===== config.mk =====
export PLATFORM = sky130hd
export DESIGN_NAME = ppop_div_chain
export DESIGN_NICKNAME = d
export VERILOG_FILES = /design/src/ppop_pkg.sv /design/src/ppop_div_cell.sv /design/src/ppop_div_chain.sv
export SDC_FILE = /design/constraint.sdc
export NUM_CORES = 2
export LEC_CHECK = 0
export ABC_AREA = 0
export BUFFER_PORTS_ARGS = -buffer_cell sky130_fd_sc_hd__buf_2
export CAP_MARGIN = 20
export CORE_MARGIN = 3
export CORE_UTILIZATION = 64
export CTS_CLUSTER_SIZE = 16
export DETAILED_ROUTE_END_ITERATION = 10
export GPL_ROUTABILITY_DRIVEN = 0
export PLACE_DENSITY = 0.78
export SYNTH_ARGS = -nofsm -noshare
export SYNTH_HDL_FRONTEND = slang
export SYNTH_SLANG_ARGS = --single-unit

===== constraint.sdc =====
create_clock -name clock -period 4.1 [get_ports clock]
set_clock_uncertainty 0.1 [all_clocks]
set_input_delay 0.41 -clock clock [delete_from_list [all_inputs] [get_ports clock]]
set_output_delay 0.41 -clock clock [all_outputs]
set_load 0.01 [all_outputs]

===== src/ppop_pkg.sv =====
// Package for the polyline progress core: constants, transaction structs,
// divider lane type and sequencer codes. No dependencies.
package ppop_pkg;

   localparam int COORD_W     = 20;
   localparam int FRAC_W      = 16;
   localparam int SLOT_W      = 6;
   localparam int CNT_W       = 7;
   localparam int MAX_WP      = 64;
   localparam int MIN_WP      = 2;
   localparam int D_W         = COORD_W + 1;
   localparam int MUL_W       = 22;
   localparam int PROD_W      = 2 * MUL_W;
   localparam int DD_W        = 2 * D_W;
   localparam int VD_W        = 2 * D_W + 1;
   localparam int E_W         = 39;
   localparam int EM_W        = E_W - 1;
   localparam int HALF_W      = EM_W / 2;
   localparam int DIST_W      = 76;
   localparam int T_W         = FRAC_W + 1;
   localparam int OP_W        = 4;
   localparam int SH_MID_AMT  = HALF_W + 1;
   localparam int SH_HIGH_AMT = 2 * HALF_W;

   localparam logic [T_W-1:0] T_ONE = T_W'(1) << FRAC_W;

   localparam logic KIND_LOAD  = 1'b0;
   localparam logic KIND_QUERY = 1'b1;

   typedef struct packed {
      logic                      kind;
      logic [SLOT_W-1:0]         slot;
      logic signed [COORD_W-1:0] coord_x;
      logic signed [COORD_W-1:0] coord_y;
      logic signed [COORD_W-1:0] coord_z;
   } req_type;

   typedef struct packed {
      logic [SLOT_W-1:0] segment_index;
      logic [T_W-1:0]    fraction;
      logic              too_few_points;
   } rsp_type;

   typedef struct packed {
      logic signed [COORD_W-1:0] x;
      logic signed [COORD_W-1:0] y;
      logic signed [COORD_W-1:0] z;
   } wp_type;

   typedef struct packed {
      logic              valid;
      logic [DD_W-1:0]   rem;
      logic [DD_W-1:0]   dd;
      logic [FRAC_W-1:0] quo;
   } div_lane_type;

   typedef enum logic [3:0] {
      ST_IDLE, ST_FETCH, ST_DIFF, ST_DOT, ST_DIV, ST_TMUL, ST_ABS, ST_SQ, ST_CMP
   } state_type;

   typedef enum logic [2:0] {
      ACC_NONE, ACC_DD, ACC_VD, ACC_EX, ACC_EY, ACC_EZ, ACC_DIST
   } acc_type;

   typedef enum logic [1:0] {
      SH_NONE, SH_MID, SH_HIGH
   } shift_type;

   typedef struct packed {
      acc_type   dest;
      shift_type sh;
   } tag_type;

endpackage


===== src/ppop_div_cell.sv =====
// One restoring-division cell: produces one quotient bit and passes the
// partial remainder to its neighbor. Depends on ppop_pkg.
module ppop_div_cell (
   input  logic                   clock,
   input  logic                   reset,
   input  ppop_pkg::div_lane_type up_lane,
   output ppop_pkg::div_lane_type down_lane
);
   import ppop_pkg::*;

   div_lane_type    lane_ff;
   div_lane_type    lane_in;
   logic [DD_W:0]   shifted;
   logic            ge;

   always_comb begin
      shifted       = {up_lane.rem, 1'b0};
      ge            = shifted >= {1'b0, up_lane.dd};
      lane_in.valid = up_lane.valid;
      lane_in.dd    = up_lane.dd;
      lane_in.rem   = ge ? DD_W'(shifted - {1'b0, up_lane.dd}) : DD_W'(shifted);
      lane_in.quo   = {up_lane.quo[FRAC_W-2:0], ge};
   end

   always_ff @(posedge clock) begin
      if (reset) begin
         lane_ff <= '0;
      end else begin
         lane_ff <= lane_in;
      end
   end

   assign down_lane = lane_ff;

endmodule


===== src/ppop_div_chain.sv =====
// Row of division cells, one quotient bit per cell.
// Depends on ppop_pkg and ppop_div_cell.
module ppop_div_chain (
   input  logic                   clock,
   input  logic                   reset,
   input  ppop_pkg::div_lane_type head,
   output ppop_pkg::div_lane_type tail
);
   import ppop_pkg::*;

   div_lane_type link [0:FRAC_W];

   assign link[0] = head;

   for (genvar g = 0; g < FRAC_W; g++) begin : g_cell
      ppop_div_cell u_cell (
         .clock     (clock),
         .reset     (reset),
         .up_lane   (link[g]),
         .down_lane (link[g+1])
      );
   end

   assign tail = link[FRAC_W];

endmodule


==> impl_metrics.tcl <==
set metrics [dict create \
    tightest_slew_ns 1.15 \
    ant_nets 0 \
    crit_type "in -> reg" \
    min_period_ns 3.98 \
    area_growth_pct 11.0 \
    dr.pass1.iters 9 \
    fin_ws_ns 0.125 \
    power.density_nw_per_um2 889 \
    wl_per_cell_um 20.5 \
    wl_mm 252 \
    slew_headroom_pct 22.6 \
    cts_buffers 155 \
    final_cell_area_um2 93000 \
    die_height_um 368 \
    start_kind "primary input" \
    path_cells "dlygate4sd3_1, buf_2, inv_1, ha_1, a21oi_1, o21ai_0, buf_4, a221o_1, o211a_1, o2111ai_1, a21o_1, a211o_1, buf_12, nand3_1, a21oi_2" \
    grt_pass1_wl_mm 393 \
    largest_reg_flops 1496 \
    synth.distinct_cells 105 \
    ff2ff_path_depth 11 \
    cap_viol_max_count 0 \
    power_frac_comb_pct 59.0 \
    grt_usage_pct 36.2 \
    holdPathStages 5 \
    synthArstFlopShare_pct 0 \
    finalMaxSlewViolations 0 \
    cts-root-buf "clkbuf_16" \
    clk_pin_slew_ns 0.06 \
    slowest_stage "dlygate4sd3_1" \
    num_vias 76200 \
    initial_utilization_pct 64.6 \
    endpoint_kind "flip-flop" \
    fmax_ghz 0.252 \
    dpl_cell_area_um2 86500 \
    hold_class "in -> reg" \
    post-place-ws_ns 0.105 \
    dieArea_um2 135000 \
    power.total_mw 82.6 \
    cpPeakStageDelay_ns 0.57 \
    switching_share_pct 44.1 \
    ys_warn_count 0 \
    crit_required_ns 4.68 \
    netlist_instances 10300 \
    drt_iter0_markers 8569 \
    netlist_area_um2 83700 \
    synthFlopType "dfxtp_1" \
    switchingPower_mw 36.4 \
    grt_pass1_vias 73500 \
    grt_max_degree 189 \
    core_area_um2 130000 \
    num_io_pins 204 \
    final_common_cell "dfxtp_1" \
    drc 0 \
    p_leak_nw 41.2 \
    vdd.ir_drop.worst_mv 0.536 \
    insertion_delay_ns 0.83 \
    antenna_found_initial 18 \
    port-buffer-count 187 \
    vias_per_cell 6.20 \
    intPower_mw 46.2 \
    synth-seq-cells 1496 \
    synth-edff-count 0 \
    seqPwrFrac_pct 22.8 \
    dp.cells 11900 \
    nFillCells 9850 \
    h-tree-depth 4 \
    most-common-layout-cells "1496 x dfxtp_1, 1442 x nor2_1, 888 x a21oi_1, 855 x inv_1, 672 x ha_1" \
    clkSinkCount 1496 \
    die_w_um 368 \
    avgSynthCellArea_um2 8.14 \
    finalHoldViolCount 0 \
    cts.path.max_buffers 3 \
    overflow 0 \
    arrival_ns 4.55 \
    path_max_fanout 36 \
    row_count 132 \
    hpwl_mm 189 \
    synthesis.nets 11100 \
    fin_nets 11200 \
    period_share_pct 97.0 \
    hold_ws_ns 0.160 \
    p_clk_share_pct 18.2 \
    layout-drive-gt1-share_pct 6.90 \
    tritoncts "done" \
    final_cell_count_no_fill 12300 \
    seq_area_frac_synth_pct 35.8 \
    setup_viol 0 \
    outcome "complete, no violations" \
]
-- cell type report --
| cell class | count | area (um2) | area share, % |
|---|---|---|---|
| clock buffers | 201 | 4290 | 4.62 |
| flip-flops and latches | 1496 | 29900 | 32.2 |
| well taps | 1742 | 2180 | 2.34 |
| clock inverters | 79 | 1220 | 1.31 |
| inverters | 856 | 3210 | 3.46 |
| repair buffers | 427 | 3270 | 3.52 |
| diodes | 14 | 35.0 | 0.0377 |
| multi-input cells | 7473 | 48800 | 52.5 |
-- stage by stage --
stage / setup TNS [ns] / util, %
after floorplan: 0 / -
after global placement: 0 / 66.7
after detailed placement: 0 / 66.7
after CTS: 0 / 71.6
after global routing: -0.0477 / 71.7
final: 0 / 71.7
-- cells by family (layout without fill, tap and decap cells) --
kind of cell / Yosys count / count (layout) / share of synthesized area, %
mux: 283 / 283 / 3.39
other cells: 0 / 14 / 0
buf+inv: 1322 / 1563 / 6.10
fa+ha+maj: 688 / 688 / 10.4
xor+xnor: 545 / 545 / 5.70
simple gates: 3258 / 3258 / 17.7
compound gates: 2699 / 2699 / 20.9
flops: 1496 / 1496 / 35.8
-- layer usage --
layer  GRT usage, %  share of wire, %
met5              0             0.015
met4           28.4               9.2
met1           40.6                37
met3           7.47               8.0
met2           60.0                46
-- power by group through the flow --
stage / clock, mW / sequential, mW / combinational, mW
floorplan: 0 / 18.1 / 36.0
global placement: 0 / 19.0 / 45.6
detailed placement: 0 / 19.0 / 46.6
CTS: 15.1 / 18.7 / 47.2
global route: 15.8 / 18.9 / 53.0
finish: 15.0 / 18.8 / 48.7
-- worst max-delay path: cells and delay by family --
family,cells,cell delay [ns]
simple gates,1,0.19
fa+ha+maj,1,0.39
compound gates,8,2.37
buf+inv,5,1.18
-- timing repair --
| action | 4_1_cts | 5_1_grt |
|---|---|---|
| gates resized for setup | 0 | 4 |
| hold buffers | 86 | 0 |
| endpoints found under the setup margin | 0 | 55 |
| hold endpoints to repair | 131 | 0 |
| buffers inserted | 0 | 4 |
-- synthesized netlist by cell type, drive strengths merged (21+ instances only) --
library cell	n	area share, %
nor4	41	0.31
xor2	184	1.9
inv	856	3.8
nand2b	60	0.45
o21bai	123	1.1
o211ai	63	0.57
and4	21	0.22
o21ai	445	2.7
nor2b	211	1.6
and2	51	0.38
dfxtp	1496	36
ha	672	10
nor2	1443	6.5
or3	45	0.34
and3	90	0.67
a211o	31	0.32
nand4	136	1.0
a21o	442	4.0
a21oi	892	5.3
nand2	630	2.8
a211oi	149	1.4
or2	42	0.31
nand3	286	1.7
a31o	22	0.23
buf	91	0.58
o22ai	25	0.19
xnor2	361	3.8
a2111oi	29	0.42
nor3	137	0.84
clkbuf	375	1.7
a41oi	27	0.28
a21boi	29	0.26
o31ai	56	0.55
a31oi	77	0.58
mux2i	280	3.3
o21a	93	0.83
-- path summary, 6_finish.rpt --
path	endpoint	start	slack [ns]
worst max-delay path	g_cell[0].u_cell.down_lane[71]	head[26]	0.12
worst min-delay path	g_cell[0].u_cell.down_lane[95]	head[99]	0.16
worst max register to register	g_cell[6].u_cell.down_lane[92]	g_cell[5].u_cell.down_lane[61]	0.12
worst min register to register	g_cell[7].u_cell.down_lane[6]	g_cell[6].u_cell.down_lane[5]	0.33
(Power assumes the default switching activity.)
